**src/rtl/zone_pollution_window_monitor_defines.svh**
```systemverilog
// Assertion macros shared by the RTL.
`ifndef ZONE_POLLUTION_WINDOW_MONITOR_DEFINES_SVH
`define ZONE_POLLUTION_WINDOW_MONITOR_DEFINES_SVH

`ifndef SYNTH
`define ZPWM_ASSERT_IMP(lbl, ante, cons) \
	lbl: assert property (@(posedge clk) disable iff (!arst_n) (ante) |-> (cons)) \
		else $error("zpwm: implication check failed");
`define ZPWM_ASSERT_NXT(lbl, ante, cons) \
	lbl: assert property (@(posedge clk) disable iff (!arst_n) (ante) |=> (cons)) \
		else $error("zpwm: next-cycle check failed");
`else
`define ZPWM_ASSERT_IMP(lbl, ante, cons)
`define ZPWM_ASSERT_NXT(lbl, ante, cons)
`endif

`endif

```
**src/rtl/zpwm_ram.sv**
```systemverilog
module zpwm_ram #(
	parameter int WIDTH = 8,
	parameter int DEPTH = 4
) (
	input  logic                                    clk,
	input  logic                                    we,
	input  logic [((DEPTH > 1) ? $clog2(DEPTH) : 1)-1:0] waddr,
	input  logic [WIDTH-1:0]                        wdata,
	input  logic                                    re,
	input  logic [((DEPTH > 1) ? $clog2(DEPTH) : 1)-1:0] raddr,
	output logic [WIDTH-1:0]                        rdata
);

	logic [WIDTH-1:0] mem [DEPTH];

	always_ff @(posedge clk) begin
		if (we) begin
			mem[waddr] <= wdata;
		end
		if (re) begin
			rdata <= mem[raddr];
		end
	end

endmodule

```
**config.mk**
```make
export PLATFORM = sky130hd
export DESIGN_NAME = zpwm_ram
export DESIGN_NICKNAME = d
export VERILOG_FILES = /design/src/rtl/zone_pollution_window_monitor_defines.svh /design/src/rtl/zpwm_ram.sv
export SDC_FILE = /design/constraint.sdc
export NUM_CORES = 1
export LEC_CHECK = 0
export BUFFER_PORTS_ARGS = -buffer_cell sky130_fd_sc_hd__buf_2
export CAP_MARGIN = 25
export CORE_ASPECT_RATIO = 1.4
export CORE_MARGIN = 2
export CORE_UTILIZATION = 58
export DETAILED_ROUTE_END_ITERATION = 7
export HOLD_SLACK_MARGIN = 0.1
export PLACE_DENSITY = 0.82
export SLEW_MARGIN = 20
export SYNTH_ARGS = -nofsm -noshare
export SYNTH_HDL_FRONTEND = slang
export SYNTH_SLANG_ARGS = --single-unit
```
**constraint.sdc**
```tcl
create_clock -name clk -period 1.9 [get_ports clk]
set_input_delay 0.095 -clock clk [delete_from_list [all_inputs] [get_ports clk]]
set_output_delay 0.095 -clock clk [all_outputs]
set_load 0.005 [all_outputs]
```
==> results of run 1 <==
per-stage QoR:
stage | cell area [sq um] | util [%] | power (uW) | std cells
finish | 1690 | 71.6 | 1500 | 114
floorplan | 1430 | - | 1100 | 54
detailed placement | 1560 | 65.9 | 1150 | 98
global route | 1690 | 71.6 | 1570 | 114
global placement | 1560 | 65.9 | 1140 | 98
CTS | 1690 | 71.6 | 1520 | 114
kinds of logic (layout without fill, tap and decap cells):
logic type | Yosys count | after routing | share of synthesized area (%)
DFF | 40 | 40 | 84.1
muxes | 8 | 8 | 12.6
buffers and inverters | 2 | 39 | 1.14
and+or+nand+nor | 4 | 4 | 2.19
layout by cell type (no fill, tap or decap):
master | synthesis | routed
clkinv_1 | 0 | 2
clkbuf_4 | 0 | 5
and3b_1 | 2 | 2
nor3b_1 | 1 | 1
buf_2 | 0 | 22
buf_4 | 0 | 1
mux4_2 | 8 | 8
edfxtp_1 | 40 | 40
dlygate4sd3_1 | 0 | 9
and3_1 | 1 | 1
power by group through the flow:
stage | sequential [uW] | combinational, uW | clock (uW)
6_report | 1030 | 105 | 366
5_1_grt | 1040 | 115 | 421
4_1_cts | 1030 | 106 | 381
3_5_place_dp | 1050 | 91.2 | 0
3_3_place_gp | 1050 | 86.7 | 0
2_1_floorplan | 1050 | 45.5 | 0
layer usage:
metal  up-vias  GRT usage (%)
met4         0           10.7
met3         5           8.67
met1       309           18.9
li1        305              -
met5         -              0
met2        23           27.6
layout make-up:
cell class	count	area, sq um	area share (%)
flip-flops and latches	40	1200	70.9
clock inverters	2	7.51	0.443
multi-input cells	12	211	12.5
well taps	23	28.8	1.70
clock buffers	5	37.5	2.22
repair buffers	32	208	12.3
repair_timing:
action                                 in CTS  in global routing
endpoints found under the hold margin      40                  0
gates resized for setup                     0                  0
hold buffers                                9                  0
state kept, by name, summed over array words and instances (netlist names):
signal,count
rdata,8
mem,32
path summary, 6_finish.rpt:
kind	start	end	depth (start not counted)
setup reg to reg	mem[0][7]$_DFFE_PP_	rdata[7]$_DFFE_PP_	1
hold reg to reg	mem[2][6]$_DFFE_PP_	rdata[6]$_DFFE_PP_	1
hold / removal	raddr[1]	rdata[1]$_DFFE_PP_	2
setup / recovery	mem[0][7]$_DFFE_PP_	rdata[7]$_DFFE_PP_	1
==> results_dict.tcl, run 1 <==
set metrics [dict create \
    status "finished clean" \
    pwr-share-seq_pct 68.7 \
    fin_crit_sh_pct 57.0 \
    yosysMostFrequentCell "edfxtp_1" \
    antenna_found_initial 0 \
    grt_setup_unrepaired "false" \
    topRoutingLayerUsed "met4" \
    grt_max_degree 12 \
    cts.htree.levels 2 \
    wl_met1_microns 744 \
    coreArea_sq_um 2360 \
    finalWeightedCongestion 0.648 \
    clockPowerShare_pct 24.3 \
    p_int_uw 1210 \
    postCtsSetupRepairBufs 0 \
    track_usage_pct 17.9 \
    drt-pass1-iter-count 4 \
    worst_slew_pin_slew_ps 429 \
    top_level_ports 23 \
    grt_pass1_wl_microns 3160 \
    critPathTopFamily "multiplexers" \
    power_frac_comb_pct 7.0 \
    cts_buffers 5 \
    startpoint_type "register" \
    worstSetupEndpointType "register" \
    pwr_density_cell_nw_per_um2 888 \
    slew_headroom_pct 71.4 \
    fp.dieH_microns 62.7 \
    min_path_type "in -> reg" \
    post-route-drc-count 0 \
    antenna_cells 0 \
    cts_buffer_depth 2 \
    cts_sinks 40 \
    synth.area.top_cells "edfxtp_1 84%, mux4_2 13%, and3b_1 1.2%" \
    syn_inst 54 \
    p_leak_uw 0.000600 \
    synthesis.area_sq_um 1430 \
    fp.dieW_microns 46.0 \
    grt_pass1_vias 672 \
    crit_chain "mux4_2" \
    ff2ff_setup_slack_ps 820 \
    nets 106 \
    area_growth_pct 18.6 \
    drt_wl_total_microns 2000 \
    ys_types 7 \
    synth_area_leader_cell "edfxtp_1" \
    cp_data_required_time_ps 1990 \
    final_layout_size_suffix_gt1_share_pct 39.6 \
    synth_edf_count 40 \
    synth_common_cells "40 x edfxtp_1, 8 x mux4_2, 2 x and3b_1" \
    avgRoutedWirePerCell_microns 17.5 \
    finalHoldViolCount 0 \
    viasPerCell 5.63 \
    setup_violations 0 \
    cp_num_buf_inv 0 \
    start_util_pct 60.4 \
    insertion_delay_ps 340 \
    worstPathMaxFanout 1 \
    port_buffers 22 \
    maxCapViolCount 0 \
    hold_slack_ps 251 \
    p_switching_uw 293 \
    dp_slack_ps 712 \
    ir_worst_vdd_mv 0.634 \
    wl_met2_microns 1080 \
    slew_violations 0 \
    fillers 163 \
    skew_ps 13.0 \
    postRouteAntennaNets 0 \
    synth-seq-area-share_pct 84.1 \
    slowest_stage "mux4_2" \
    avgSynthCellArea_sq_um 26.5 \
    root_buffer "clkbuf_4" \
    ys.flop_type "edfxtp_1" \
    synthArstFlopShare_pct 0 \
    netSwitchingFraction_pct 19.5 \
    fmax_ghz 0.923 \
    setup_ws_ps 817 \
    grt_overflow 0 \
    crit_path_max_incr_delay_ps 450 \
    ys_seq_elements 40 \
    ys_warn_count 0 \
    worst_ep_arrival_time_ps 1180 \
    cts_tree "built" \
    synth_nets 69 \
    fp-row-count 21 \
    wl_met3_microns 113 \
    first_iter_violations 11 \
    setup-tns-final_ps 0 \
    vias 642 \
    yosysTopAreaCellShare_pct 84.1 \
    clk_pin_slew_worst_paths_ps 110 \
    path_class "reg -> reg" \
    die_area_sq_um 2880 \
    period_minus_slack_ps 1080 \
]
Power figures use the tool's default switching activity.
==> run 2, diff against run 1 <==
--- a/config.mk
+++ b/config.mk
@@ -9,10 +9,10 @@
 export CAP_MARGIN = 25
 export CORE_ASPECT_RATIO = 1.4
 export CORE_MARGIN = 2
-export CORE_UTILIZATION = 58
+export CORE_UTILIZATION = 54
 export DETAILED_ROUTE_END_ITERATION = 7
 export HOLD_SLACK_MARGIN = 0.1
-export PLACE_DENSITY = 0.82
+export PLACE_DENSITY = 0.77
 export SLEW_MARGIN = 20
 export SYNTH_ARGS = -nofsm -noshare
 export SYNTH_HDL_FRONTEND = slang
==> constraint.sdc (replaced) <==
create_clock -name clk -period 1.04 [get_ports clk]
set_input_delay 0.052 -clock clk [delete_from_list [all_inputs] [get_ports clk]]
set_output_delay 0.052 -clock clk [all_outputs]
set_load 0.005 [all_outputs]
==> results_dict.tcl, run 2 (synthesis gave the netlist of run 1 again) <==
set metrics [dict create \
    hold_slack_ps 207 \
    area_growth_pct 22.4 \
    worstHoldStart "raddr[1]" \
    critPathTopFamily "multiplexers" \
    status "finished, violations left" \
    antenna_found_initial 0 \
    worst_slew_pin_slew_ps 277 \
    worstPathMaxFanout 1 \
    min_path_type "in -> reg" \
    insertion_delay_ps 340 \
    grt_overflow 0 \
    die_area_sq_um 3080 \
    cts_tree "built" \
    nets 110 \
    fin_crit_sh_pct 107 \
    pwr-share-seq_pct 67.8 \
    setup_violations 8 \
    netSwitchingFraction_pct 19.4 \
    antenna_cells 0 \
    vias 647 \
    grt_pass1_wl_microns 3030 \
    pwr_density_cell_nw_per_um2 1590 \
    skew_ps 5.74 \
    cts_sinks 40 \
    drt_wl_total_microns 1920 \
    slew_violations 0 \
    postCtsSetupRepairBufs 0 \
    startpoint_type "register" \
    dpl.cell_count 115 \
    first_iter_violations 13 \
    path_class "reg -> reg" \
    top_level_ports 23 \
    post-route-drc-count 0 \
    viasPerCell 4.90 \
    finalHoldViolCount 0 \
    ir_worst_vdd_mv 1.12 \
    final_layout_size_suffix_gt1_share_pct 42.7 \
    r2r_cells 1 \
    root_buffer "clkbuf_4" \
    grt_pass1_vias 678 \
    grt_setup_unrepaired "true" \
    fmax_ghz 0.899 \
    clk_pin_slew_worst_paths_ps 100 \
    drt-pass1-iter-count 4 \
    cts_buffer_depth 2 \
    fp.dieH_microns 64.9 \
    crit_chain "mux4_2" \
    setup_ws_ps -71.7 \
    whs_path_depth 2 \
    layout_common_cells "40 x edfxtp_1, 22 x buf_2, 9 x dlygate4sd3_1, 8 x mux4_2" \
    track_usage_pct 15.4 \
    violations "setup timing" \
    cp_data_required_time_ps 1130 \
    instances_no_fill 132 \
    finalWeightedCongestion 0.628 \
    maxCapViolCount 0 \
    start_util_pct 55.8 \
    avgRoutedWirePerCell_microns 14.5 \
    crit_path_max_incr_delay_ps 470 \
    r2r-start "mem[3][1]$_DFFE_PP_" \
    cts.htree.levels 2 \
    top_register "mem" \
    clockPowerShare_pct 25.1 \
    worst_r2r_endpoint "rdata[1]$_DFFE_PP_" \
    slew_headroom_pct 81.5 \
    worstSetupEndpointType "register" \
    power_frac_comb_pct 7.1 \
    worst_ep_arrival_time_ps 1200 \
    ff2ff_setup_slack_ps -70 \
    cp_num_buf_inv 0 \
    cts_buffers 5 \
    port_buffers 22 \
    p_leak_uw 0.000624 \
    cts_resized 0 \
    slowest_stage "mux4_2" \
    fp-row-count 22 \
    min_to "rdata[4]$_DFFE_PP_" \
    postRouteAntennaNets 0 \
    largest_reg_flops 32 \
    coreArea_sq_um 2560 \
    grt_max_degree 12 \
    reg_top3 "mem: 32 flops, rdata: 8 flops" \
    p_switching_uw 541 \
    final_common_cell "edfxtp_1" \
    fp.dieW_microns 47.5 \
    crit_path_start "mem[3][1]$_DFFE_PP_" \
    period_minus_slack_ps 1110 \
    p_int_uw 2250 \
]
==> run 2: cell count changes in the layout (fill, tap and decap cells not counted) <==
cell,delta
buf_4,+4
clkbuf_1,+2
clkinv_1,-1
nor3b_1,-1
nor3b_2,+1
==> run 2: cell type report <==
type,instances,area (sq um)
clock inverters,1,3.75
fillers,172,811
repair buffers,36,238
well taps,36,45.0
clock buffers,7,45.0
flip-flops and latches,40,1200
multi-input cells,12,216
==> run 2: worst max path at each step <==
stage,to,slack [ps],cells after the start
floorplan,rdata[0]$_DFFE_PP_,-7,1
global placement,rdata[2]$_DFFE_PP_,-90,2
detailed placement,rdata[3]$_DFFE_PP_,-100,2
CTS,rdata[1]$_DFFE_PP_,-70,1
global route,rdata[7]$_DFFE_PP_,-110,1
finish,rdata[1]$_DFFE_PP_,-70,1
==> run 2: power by group through the flow <==
| stage | clock [uW] | combinational (uW) | sequential (uW) |
|---|---|---|---|
| floorplan | 0 | 83.7 | 1930 |
| CTS | 731 | 202 | 1890 |
| finish | 699 | 197 | 1890 |
| global placement | 0 | 170 | 1920 |
| detailed placement | 0 | 176 | 1930 |
| global route | 785 | 219 | 1900 |
==> run 2: routing by layer <==
layer	wire, microns	GRT usage, %	share of wire, %
met4	55	9.38	2.9
met2	1030	23.0	54
met3	94	6.96	4.9
met5	0	0	0
met1	739	17.6	39
==> run 2: metrics by stage <==
step | utilization (%) | area, sq um | TNS [ps] | power, uW | worst slack (ps)
6_report | 68.3 | 1750 | -376 | 2790 | -71.7
5_1_grt | 68.3 | 1750 | -612 | 2900 | -112
4_1_cts | 68.3 | 1750 | -402 | 2820 | -73.6
3_5_place_dp | 62.9 | 1610 | -791 | 2100 | -105
3_3_place_gp | 62.9 | 1610 | -694 | 2090 | -91.9
2_1_floorplan | - | 1430 | -54.0 | 2010 | -6.76
==> run 2: timing repair <==
item / CTS / global route
endpoints found under the hold margin: 40 / 0
setup endpoints to repair: 8 / 8
hold buffers: 9 / 0
==> run 3, diff against run 2 <==
==> constraint.sdc (replaced) <==
create_clock -name clk -period 1.04 [get_ports clk]
set_input_delay 0.104 -clock clk [delete_from_list [all_inputs] [get_ports clk]]
set_output_delay 0.104 -clock clk [all_outputs]
set_load 0.005 [all_outputs]
==> results_dict.tcl, run 3 (synthesis gave the netlist of run 1 again) <==
set metrics [dict create \
    status "finished, violations left" \
    violations "setup timing" \
    start_util_pct 55.8 \
    top_register "mem" \
    postCtsSetupRepairBufs 0 \
    port_buffers 22 \
    setup_violations 8 \
    track_usage_pct 15.5 \
    r2r-start "mem[3][0]$_DFFE_PP_" \
    startpoint_type "register" \
    slew_headroom_pct 81.6 \
    period_minus_slack_ps 1090 \
    grt_pass1_vias 657 \
    worst-path-stages 1 \
    antenna_found_initial 0 \
    instances_no_fill 133 \
    critPathTopFamily "multiplexers" \
    crit_chain "mux4_2" \
    postRouteAntennaNets 0 \
    cts.htree.levels 2 \
    finalHoldViolCount 0 \
    final_layout_size_suffix_gt1_share_pct 45.4 \
    skew_ps 11.9 \
    setup_ws_ps -54.7 \
    fp.dieH_microns 64.9 \
    post-route-drc-count 0 \
    final_common_cell "edfxtp_1" \
    path_class "reg -> reg" \
    maxCapViolCount 0 \
    worstHoldStart "waddr[0]" \
    reg_top3 "mem: 32 flops, rdata: 8 flops" \
    fin_crit_sh_pct 105 \
    fp.dieW_microns 47.5 \
    clk_pin_slew_worst_paths_ps 110 \
    setup-tns-final_ps -292 \
    crit_end "rdata[0]$_DFFE_PP_" \
    antenna_cells 0 \
    fin_area_sq_um 1780 \
    slowest_stage "mux4_2" \
    grt_overflow 0 \
    worst_r2r_endpoint "rdata[0]$_DFFE_PP_" \
    placed_area_sq_um 1620 \
    dp_slack_ps -162 \
    cp_num_buf_inv 0 \
    coreArea_sq_um 2560 \
    cts_buffers 5 \
    fillers 170 \
    viasPerCell 4.92 \
    fp-row-count 22 \
    ff2ff_setup_slack_ps -50 \
    largest_reg_flops 32 \
    r2r_cells 1 \
    cts_buffer_depth 2 \
    p_leak_uw 0.000644 \
    vias 655 \
    avgRoutedWirePerCell_microns 14.7 \
    pwr_density_cell_nw_per_um2 1700 \
    cts_tree "built" \
    top_level_ports 23 \
    drt_wl_total_microns 1960 \
    grt_pass1_wl_microns 3020 \
    finalWeightedCongestion 0.634 \
    first_iter_violations 12 \
    dpl.cell_count 116 \
    die_area_sq_um 3080 \
    worstPathMaxFanout 1 \
    ir_worst_vdd_mv 1.34 \
    cts_resized 0 \
    cts_sinks 40 \
    crit_path_max_incr_delay_ps 460 \
    insertion_delay_ps 340 \
    min_path_type "in -> reg" \
    nets 111 \
    fmax_ghz 0.914 \
    cp_data_required_time_ps 1130 \
    slew_violations 0 \
    area_growth_pct 24.9 \
    worstSetupEndpointType "register" \
    root_buffer "clkbuf_4" \
    grt_max_degree 13 \
    layout_common_cells "40 x edfxtp_1, 22 x buf_2, 9 x dlygate4sd3_1, 8 x mux4_2, 6 x buf_4" \
    drt-pass1-iter-count 2 \
    grt_setup_unrepaired "true" \
    crit_path_start "mem[3][0]$_DFFE_PP_" \
    worst_ep_arrival_time_ps 1190 \
    worst_slew_pin_slew_ps 276 \
    finalPower_uw 3040 \
]
==> run 3: per-stage QoR <==
| stage | utilization (%) | hold slack [ps] |
|---|---|---|
| 2_1_floorplan | - | 203 |
| 6_report | 69.7 | 255 |
| 5_1_grt | 69.7 | 248 |
| 4_1_cts | 69.7 | 240 |
| 3_5_place_dp | 63.2 | 326 |
| 3_3_place_gp | 63.2 | 313 |
==> run 3: worst min path at each step <==
stage                     cells past startpoint                  end
final                                         3  mem[0][5]$_DFFE_PP_
after detailed placement                      1  mem[3][2]$_DFFE_PP_
after global placement                        1  mem[0][3]$_DFFE_PP_
after CTS                                     2   rdata[1]$_DFFE_PP_
after global routing                          2   rdata[3]$_DFFE_PP_
after floorplan                               0  mem[0][0]$_DFFE_PP_
==> run 3: what timing repair did <==
item / CTS / global route
endpoints found under the hold margin: 40 / 0
endpoints found under the setup margin: 8 / 8
hold buffers: 9 / 0
==> run 3: final cells by class <==
cell class | instances | area, sq um | share of cell area [%]
repair buffers | 37 | 245 | 13.7
multi-input cells | 12 | 216 | 12.1
well taps | 36 | 45.0 | 2.52
clock inverters | 2 | 35.0 | 1.96
flip-flops and latches | 40 | 1200 | 67.3
clock buffers | 6 | 41.3 | 2.31
==> run 3: power by group <==
group	leakage, uW	internal (uW)	switching, uW
Combinational	0.000230	116	84.7
Sequential	0.000372	1870	18.0
Clock	0.0000422	504	447
Total	0.000644	2490	549
==> run 3: per-layer routing <==
metal | GRT usage, % | share of wire, %
met1 | 18.4 | 40
met2 | 23.3 | 53
met3 | 6.13 | 5.2
met4 | 8.33 | 2.7
met5 | 0 | 0
